<file path="config.mk">
export PLATFORM = sky130hd
export DESIGN_NAME = tvn_front_flat
export DESIGN_NICKNAME = d
export VERILOG_FILES = /design/src/rtl/tvn_pkg.sv /design/src/rtl/tvn_if.sv /design/src/rtl/tvn_front.sv /design/src/flat_wrapper.sv
export SDC_FILE = /design/constraint.sdc
export NUM_CORES = 1
export LEC_CHECK = 0
export ABC_AREA = 1
export BUFFER_PORTS_ARGS = -buffer_cell sky130_fd_sc_hd__buf_4
export CORE_UTILIZATION = 40
export DETAILED_ROUTE_END_ITERATION = 10
export GPL_ROUTABILITY_DRIVEN = 0
export MAX_ROUTING_LAYER = met4
export PLACE_DENSITY = 0.66
export SYNTH_ARGS = -nofsm -noshare
export SYNTH_HDL_FRONTEND = slang
export SYNTH_SLANG_ARGS = --single-unit
</file>
<file path="constraint.sdc">
create_clock -name clk -period 19.43 [get_ports clk]
set_input_delay 1.943 -clock clk [delete_from_list [all_inputs] [get_ports clk]]
set_output_delay 1.943 -clock clk [all_outputs]
set_load 0.01 [all_outputs]
</file>
<file path="src/rtl/tvn_pkg.sv">
// tvn_pkg: shared types and constants for the triangle vertex normal block.
// No dependencies; compiled first.
package tvn_pkg;

    // significant bits kept by the block-floating step before the length
    localparam int NORM_BITS = 30;
    // width of one Q1.14 normal component on the result channel
    localparam int OUT_BITS = 16;
    // index of the last vertex of a triangle
    localparam logic [1:0] LAST_VERTEX = 2'd2;

    // head-of-queue status seen by the back end
    typedef struct packed {
        logic valid;
        logic smooth;
    } tvn_job_t;

endpackage

</file>
<file path="src/rtl/tvn_if.sv">
// tvn_if: valid/ready channel interfaces for triangles in and normals out.
// Depends on tvn_pkg for the result widths.
interface tvn_tri_if #(parameter int COORD_BITS = 24);
    logic valid;
    logic ready;
    logic signed [COORD_BITS-1:0] ax;
    logic signed [COORD_BITS-1:0] ay;
    logic signed [COORD_BITS-1:0] az;
    logic signed [COORD_BITS-1:0] bx;
    logic signed [COORD_BITS-1:0] by_coord;
    logic signed [COORD_BITS-1:0] bz;
    logic signed [COORD_BITS-1:0] cx;
    logic signed [COORD_BITS-1:0] cy;
    logic signed [COORD_BITS-1:0] cz;

    modport source (output valid, ax, ay, az, bx, by_coord, bz, cx, cy, cz, input ready);
    modport sink (input valid, ax, ay, az, bx, by_coord, bz, cx, cy, cz, output ready);
endinterface


</file>
<file path="src/rtl/tvn_front.sv">
// tvn_front: accepts triangles, tags each with the current mode and queues them (2 deep).
// Depends on tvn_pkg and tvn_tri_if.
module tvn_front #(
    parameter int COORD_BITS = 24
) (
    input  logic                         clk,
    input  logic                         rst_n,
    tvn_tri_if.sink                      tri_in,
    input  logic                         cfg_we,
    input  logic                         cfg_wdata,
    output logic signed [COORD_BITS-1:0] job_crd [9],
    output tvn_pkg::tvn_job_t            job,
    input  logic                         job_take
);

    logic signed [COORD_BITS-1:0] crd_mem_reg [2][9];
    logic                         mode_mem_reg [2];
    logic                         wr_ptr_reg, rd_ptr_reg;
    logic [1:0]                   cnt_reg;
    logic                         smooth_reg;
    logic                         push, pop;

    assign tri_in.ready = (cnt_reg != 2'd2);
    assign push = tri_in.valid && tri_in.ready;
    assign pop  = job_take && (cnt_reg != 2'd0);

    assign job.valid  = (cnt_reg != 2'd0);
    assign job.smooth = mode_mem_reg[rd_ptr_reg];
    assign job_crd    = crd_mem_reg[rd_ptr_reg];

    always_ff @(posedge clk or negedge rst_n)
    begin
        if (!rst_n)
        begin
            wr_ptr_reg <= 1'b0;
            rd_ptr_reg <= 1'b0;
            cnt_reg    <= 2'd0;
            smooth_reg <= 1'b1;
        end
        else
        begin
            if (cfg_we)
            begin
                smooth_reg <= cfg_wdata;
            end
            if (push)
            begin
                wr_ptr_reg <= !wr_ptr_reg;
            end
            if (pop)
            begin
                rd_ptr_reg <= !rd_ptr_reg;
            end
            cnt_reg <= cnt_reg + 2'(push) - 2'(pop);
        end
    end

    // queue storage: payload only
    always_ff @(posedge clk)
    begin
        if (push)
        begin
            crd_mem_reg[wr_ptr_reg][0] <= tri_in.ax;
            crd_mem_reg[wr_ptr_reg][1] <= tri_in.ay;
            crd_mem_reg[wr_ptr_reg][2] <= tri_in.az;
            crd_mem_reg[wr_ptr_reg][3] <= tri_in.bx;
            crd_mem_reg[wr_ptr_reg][4] <= tri_in.by_coord;
            crd_mem_reg[wr_ptr_reg][5] <= tri_in.bz;
            crd_mem_reg[wr_ptr_reg][6] <= tri_in.cx;
            crd_mem_reg[wr_ptr_reg][7] <= tri_in.cy;
            crd_mem_reg[wr_ptr_reg][8] <= tri_in.cz;
            mode_mem_reg[wr_ptr_reg]   <= smooth_reg;
        end
    end

endmodule

</file>
<file path="src/flat_wrapper.sv">
// flat-port wrapper written by rule: the top's interface ports become plain ports
module tvn_front_flat 
#(
    parameter int COORD_BITS = 24
)
  (clk, rst_n, cfg_we, cfg_wdata, job_crd, job, job_take, tri_in_valid, tri_in_ax, tri_in_ay, tri_in_az, tri_in_bx, tri_in_by_coord, tri_in_bz, tri_in_cx, tri_in_cy, tri_in_cz, tri_in_ready);
  tvn_tri_if #(.COORD_BITS(COORD_BITS)) tri_in_i ();
  input  logic clk;
  input  logic rst_n;
  input  logic cfg_we;
  input  logic cfg_wdata;
  output logic signed [COORD_BITS-1:0] job_crd[9];
  output tvn_pkg::tvn_job_t job;
  input  logic job_take;
  input wire logic [$bits(tri_in_i.valid)-1:0] tri_in_valid;
  input wire logic [$bits(tri_in_i.ax)-1:0] tri_in_ax;
  input wire logic [$bits(tri_in_i.ay)-1:0] tri_in_ay;
  input wire logic [$bits(tri_in_i.az)-1:0] tri_in_az;
  input wire logic [$bits(tri_in_i.bx)-1:0] tri_in_bx;
  input wire logic [$bits(tri_in_i.by_coord)-1:0] tri_in_by_coord;
  input wire logic [$bits(tri_in_i.bz)-1:0] tri_in_bz;
  input wire logic [$bits(tri_in_i.cx)-1:0] tri_in_cx;
  input wire logic [$bits(tri_in_i.cy)-1:0] tri_in_cy;
  input wire logic [$bits(tri_in_i.cz)-1:0] tri_in_cz;
  output wire logic [$bits(tri_in_i.ready)-1:0] tri_in_ready;
  assign tri_in_i.valid = tri_in_valid;
  assign tri_in_i.ax = tri_in_ax;
  assign tri_in_i.ay = tri_in_ay;
  assign tri_in_i.az = tri_in_az;
  assign tri_in_i.bx = tri_in_bx;
  assign tri_in_i.by_coord = tri_in_by_coord;
  assign tri_in_i.bz = tri_in_bz;
  assign tri_in_i.cx = tri_in_cx;
  assign tri_in_i.cy = tri_in_cy;
  assign tri_in_i.cz = tri_in_cz;
  assign tri_in_ready = tri_in_i.ready;
  tvn_front #(.COORD_BITS(COORD_BITS)) u_core (.clk(clk), .rst_n(rst_n), .tri_in(tri_in_i), .cfg_we(cfg_we), .cfg_wdata(cfg_wdata), .job_crd(job_crd), .job(job), .job_take(job_take));
endmodule
</file>
==> results of run 1 <==
## per-layer routing
layer | vias up | GRT usage, % | part of all wire [%]
met4 | 0 | 6.07 | 2.2
li1 | 4841 | - | -
met3 | 59 | 6.66 | 11
met1 | 4750 | 22.3 | 40
met2 | 426 | 30.4 | 48
met5 | - | - | 0
## layout by cell type, fill, tap and decap left out
master	netlist	layout
nand2_1	665	665
buf_4	13	449
edfxtp_1	434	434
clkbuf_16	0	45
clkinv_1	0	12
inv_1	10	9
clkinv_2	0	9
clkbuf_1	3	6
bufinv_16	0	6
inv_6	0	3
nand3_1	3	3
dfrtp_1	4	3
ha_1	2	2
nor2_4	0	1
inv_8	0	1
o21ai_0	1	1
clkinvlp_4	0	1
dfrtp_4	0	1
dfstp_2	1	1
## power by group through the flow
| stage | sequential, mW | combinational [mW] | clock (mW) |
|---|---|---|---|
| global route | 1.38 | 1.22 | 0.895 |
| detailed placement | 1.38 | 1.12 | 0 |
| floorplan | 1.41 | 0.567 | 0 |
| finish | 1.36 | 1.10 | 0.843 |
| global placement | 1.37 | 1.12 | 0 |
| CTS | 1.36 | 1.13 | 0.861 |
## tightest hold or removal path, delay by kind of cell, from the launching register on
| family | cells | cell delay, ns |
|---|---|---|
| flops | 1 | 0.34 |
| simple gates | 2 | 0.11 |
## stage by stage
| stage | instances | worst slack (ns) | util [%] |
|---|---|---|---|
| 6_report | 2170 | 14.35 | 54.3 |
| 2_1_floorplan | 1170 | 7.61 | - |
| 3_3_place_gp | 2089 | 14.91 | 50.6 |
| 3_5_place_dp | 2089 | 14.92 | 50.6 |
| 4_1_cts | 2170 | 14.30 | 54.3 |
| 5_1_grt | 2170 | 14.08 | 54.3 |
## logic make-up after synthesis
family	Yosys count	synth area share, %
AOI/OAI and AO/OA	1	0.0312
DFF	439	82.2
buffers and inverters	59	1.94
and+or+nand+nor	669	15.7
adders and majority gates	2	0.156
## synth_stat cells (all sizes together)
library cell / number
nand3: 3
edfxtp: 434
o21ai: 1
nor2: 1
clkbuf: 3
ha: 2
dfstp: 1
dfrtp: 4
nand2: 665
inv: 11
buf: 45
## worst max-delay path by stage
stage	startpoint	end	slack (ns)	depth (start not counted)
CTS	u_core.rd_ptr_reg$_DFFE_PN0P_	job_crd[102]	14.30	5
global placement	u_core.rd_ptr_reg$_DFFE_PN0P_	job_crd[96]	14.91	5
finish	u_core.rd_ptr_reg$_DFFE_PN0P_	job_crd[102]	14.35	5
global route	u_core.rd_ptr_reg$_DFFE_PN0P_	job_crd[102]	14.08	5
detailed placement	u_core.rd_ptr_reg$_DFFE_PN0P_	job_crd[102]	14.92	5
floorplan	tri_in_valid	u_core.crd_mem_reg[1][0]$_DFFE_PP_	7.61	2
## final cells by class
cell class / instances / area share (%)
sequential: 439 / 62.0
timing repair buffer: 449 / 15.9
multi-input combinational: 672 / 12.0
clock buffer: 51 / 5.41
tap: 518 / 3.05
clock inverter: 30 / 1.39
inverter: 11 / 0.253
==> impl_metrics.toml, run 1 <==
[clock_network]
cts_resized = 0
cts_tree = "yes"
path_clk_slew_ns = 0.06
cts_sinks = 439
clk-insertion-delay-late_ns = 0.55
post_cts_buffers = 0
cts_buffer_depth = 3
numCtsBuffers = 45
htree_levels = 2
hold_buffers = 0
cts_root_buf = "clkbuf_16"

[detailed_routing]
post-route-drc-count = 0
vias = 10100
wire_per_inst_um = 17.6
first_pass_iters = 7
antenna_left = 0
routed_wl_um = 38100
drt-initial-drc-count = 614
vias_per_cell = 4.64

[min_path]
min_to = "u_core.wr_ptr_reg$_DFFE_PN0P_"
holdPathStages = 2
min_from = "u_core.wr_ptr_reg$_DFFE_PN0P_"
holdCritPathClass = "reg2reg"

[critical_path]
critPathArrivalTime_ns = 3.14
slowest_stage = "buf_4"
cp_top_family = "buffers and inverters"
path_max_fanout = 92
max_stage_delay_ns = 0.80
ff2ff_setup_slack_ns = 16.49
required_ns = 17.49
r2r-end = "u_core.crd_mem_reg[1][85]$_DFFE_PP_"
critPathKind = "reg2out"
reg2reg_depth = 5
start_kind = "flop"
r2r-start = "u_core.cnt_reg[1]$_DFF_PN0_"
critPathBufInv = 3
cp_cell_sequence = "inv_6 -> buf_4 -> nand2_1 -> nand2_1 -> buf_4"
cp-end-kind = "output pin"

[layout]
regArea_um2 = 13200
fillCellCount = 3205
n_antenna_cell = 0
drive_gt1_share_pct = 31.3
areaGrowthSynthToFinish_pct = 32.6
multi_input_area_um2 = 2550
stdcell_area_um2 = 21200
nets = 1842
largest_reg_flops = 432

[sta]
finalCritPeriodShare_pct = 26.2
timing.fmax_ghz = 0.197
tightest_slew_ns = 1.08
skew_ns = 0.0125
setup_viol = 0
relSlewSlack_pct = 27.8
rsz0062_at_grt = "no"
hold_violations = 0
post-route-min-period_ns = 5.08
hold_ws_ns = 0.478
final.setup.tns_ns = 0
drv_slew = 0

[power]
p_per_area_nw_per_um2 = 156
p_sw_mw = 1.08
vdd_drop_max_uv = 94.0
p_clk_share_pct = 25.5
internal-power_mw = 2.23
p_leak_nw = 9.01
p_comb_share_pct = 33.4
power_mw = 3.31
swShare_pct = 32.7
pwr-share-seq_pct = 41.1

[synth]
synth_top_area_share_pct = 81.4
synth_cell_types = 13
synth.area.top_cells = "edfxtp_1 (81%), nand2_1 (16%), buf_2 (1.0%)"
synth-seq-cells = 439
syn_nets = 1394
synth_area_per_cell_um2 = 13.7
yosysTopAreaCell = "edfxtp_1"
ys_seq_area_share_pct = 82.2
syn_inst = 1170
synthesis.area_um2 = 16000
ys_warn_count = 0

[floorplan]
die-area_um2 = 40800
core_um2 = 39100
die_y_um = 202
die_w_um = 202
initial_core_util_pct = 41.0
ios = 441
fp-row-count = 72

[run_status]
run_status = "finished clean"

[grt]
grt_usage_pct = 18.9
grt_pass1_wl_um = 56600
grt_max_degree = 93
grt_pass1_vias = 10100
antenna_found_initial = 0
globalRouteOverflowTotal = 0

[place]
place_area_um2 = 19800
port_buffers = 440
place_hpwl_um = 24900

[run]
cap_violations = 0
Note: power is estimated with default switching activity, not from simulation.
==> run 2, diff against run 1 <==
clock period = 5 ns   (was 19.43 ns; I/O delays follow)
==> run 2 against run 1 <==
  * Total power grew to 3.8 times the previous value
  * Non-clock buffer count is the same
  * First-iteration DRC count grew 6.4%
==> impl_metrics.toml, run 2 (synthesis gave the netlist of run 1 again) <==
[clock_network]
path_clk_slew_ns = 0.06
cts_resized = 0
cts_sinks = 439
cts_tree = "yes"
hold_buffers = 1
cts_buffer_depth = 3
cts_root_buf = "clkbuf_16"
numCtsBuffers = 45
htree_levels = 2
clk-insertion-delay-late_ns = 0.55
post_cts_buffers = 0

[critical_path]
path_max_fanout = 115
critPathArrivalTime_ns = 2.98
start_kind = "flop"
cp-end-kind = "output pin"
critPathKind = "reg2out"
required_ns = 4.50

[place]
place_area_um2 = 19800
post-place-ws_ns = 2.07
port_buffers = 440
place_hpwl_um = 24300

[run_status]
run_status = "finished clean"

[sta]
post-route-min-period_ns = 3.48
hold_violations = 0
drv_slew = 0
rsz0062_at_grt = "no"
final.setup.tns_ns = 0
relSlewSlack_pct = 34.0
timing.fmax_ghz = 0.287
tightest_slew_ns = 0.988
finalCritPeriodShare_pct = 69.7
setup_viol = 0
postLayoutSetupSlackWorst_ns = 1.52
skew_ns = 0.00797

[power]
p_per_area_nw_per_um2 = 599
vdd_drop_max_uv = 359
power_mw = 12.7
p_leak_nw = 8.98

[layout]
final_cell_mix = "nand2_1 (665), buf_4 (444), edfxtp_1 (434), clkbuf_16 (47)"
nets = 1842
drive_gt1_share_pct = 31.3
layout_commonest_cell = "nand2_1"
areaGrowthSynthToFinish_pct = 32.6
fillCellCount = 3234
stdcell_area_um2 = 21200
largest_reg_flops = 432

[detailed_routing]
drt-initial-drc-count = 653
routed_wl_um = 37900
wire_per_inst_um = 17.4
vias = 10200
post-route-drc-count = 0
vias_per_cell = 4.67
antenna_left = 0
first_pass_iters = 5

[floorplan]
initial_core_util_pct = 41.0
die_y_um = 202
fp-row-count = 72
ios = 441
die_w_um = 202
core_um2 = 39100
die-area_um2 = 40800

[grt]
antenna_found_initial = 1
grt_max_degree = 121
grt_pass1_vias = 10300
globalRouteOverflowTotal = 0
grt_pass1_wl_um = 57000
grt_usage_pct = 18.8

[min_path]
holdCritPathClass = "in2reg"

[run]
cap_violations = 0
## run 2: cell types whose count changed in the layout (fill, tap and decap cells not counted), moves of 2 or more
cell and delta:
buf_12 +4, buf_4 -5, bufinv_16 -5, clkbuf_1 +3
clkbuf_16 +2, clkinv_1 -2, clkinvlp_4 +4, diode_2 +2
## run 2: final cells by class
class / instances / area (um2) / share of cell area [%]
Antenna cell: 2 / 5.00 / 0.0236
Sequential cell: 439 / 13200 / 62.0
Clock buffer: 57 / 1220 / 5.76
Inverter: 11 / 50.0 / 0.236
Multi-Input combinational cell: 672 / 2550 / 12.0
Clock inverter: 27 / 165 / 0.778
Timing Repair Buffer: 449 / 3420 / 16.1
Tap cell: 518 / 648 / 3.05
## run 2: critical path: stages, from the launching register on
cell and delay [ns]:
dfrtp_4 0.74, inv_6 0.76, buf_12 0.43, nand2_1 0.12, nand2_1 0.11, buf_4 0.13
## run 2: power breakdown
group	switching [mW]	leakage (nW)	internal (mW)	total, mW
Clock	1.35	0.675	1.79	3.14
Combinational	2.62	4.21	1.69	4.31
Sequential	0.253	4.10	5.02	5.27
## run 2: worst paths after layout
kind / startpoint / end / slack (ns) / cells past startpoint
setup / recovery: u_core.rd_ptr_reg$_DFFE_PN0P_ / job_crd[212] / 1.52 / 5
hold / removal: cfg_we / u_core.smooth_reg$_DFFE_PN1P_ / 0.11 / 2
setup reg to reg: u_core.cnt_reg[0]$_DFF_PN0_ / u_core.crd_mem_reg[0][99]$_DFFE_PP_ / 2.45 / 5
hold reg to reg: u_core.smooth_reg$_DFFE_PN1P_ / u_core.smooth_reg$_DFFE_PN1P_ / 0.48 / 2
max in group asynchronous: rst_n / u_core.smooth_reg$_DFFE_PN1P_ / 4.50 / 2
min in group asynchronous: rst_n / u_core.cnt_reg[0]$_DFF_PN0_ / 0.30 / 2
## run 2: per-layer routing
layer / up-vias / global-route usage [%] / share of wire, %
li1: 4851 / - / -
met3: 55 / 6.26 / 10
met5: - / - / 0
met4: 0 / 6.34 / 2.3
met2: 451 / 29.2 / 47
met1: 4798 / 23.2 / 41
## run 2: metrics by stage
step / std cells / utilization (%) / hold WS [ns]
5_1_grt: 2174 / 54.3 / 0.0919
6_report: 2175 / 54.3 / 0.108
2_1_floorplan: 1170 / - / 0.204
3_5_place_dp: 2088 / 50.7 / 0.315
4_1_cts: 2173 / 54.3 / 0.0677
3_3_place_gp: 2088 / 50.7 / 0.313
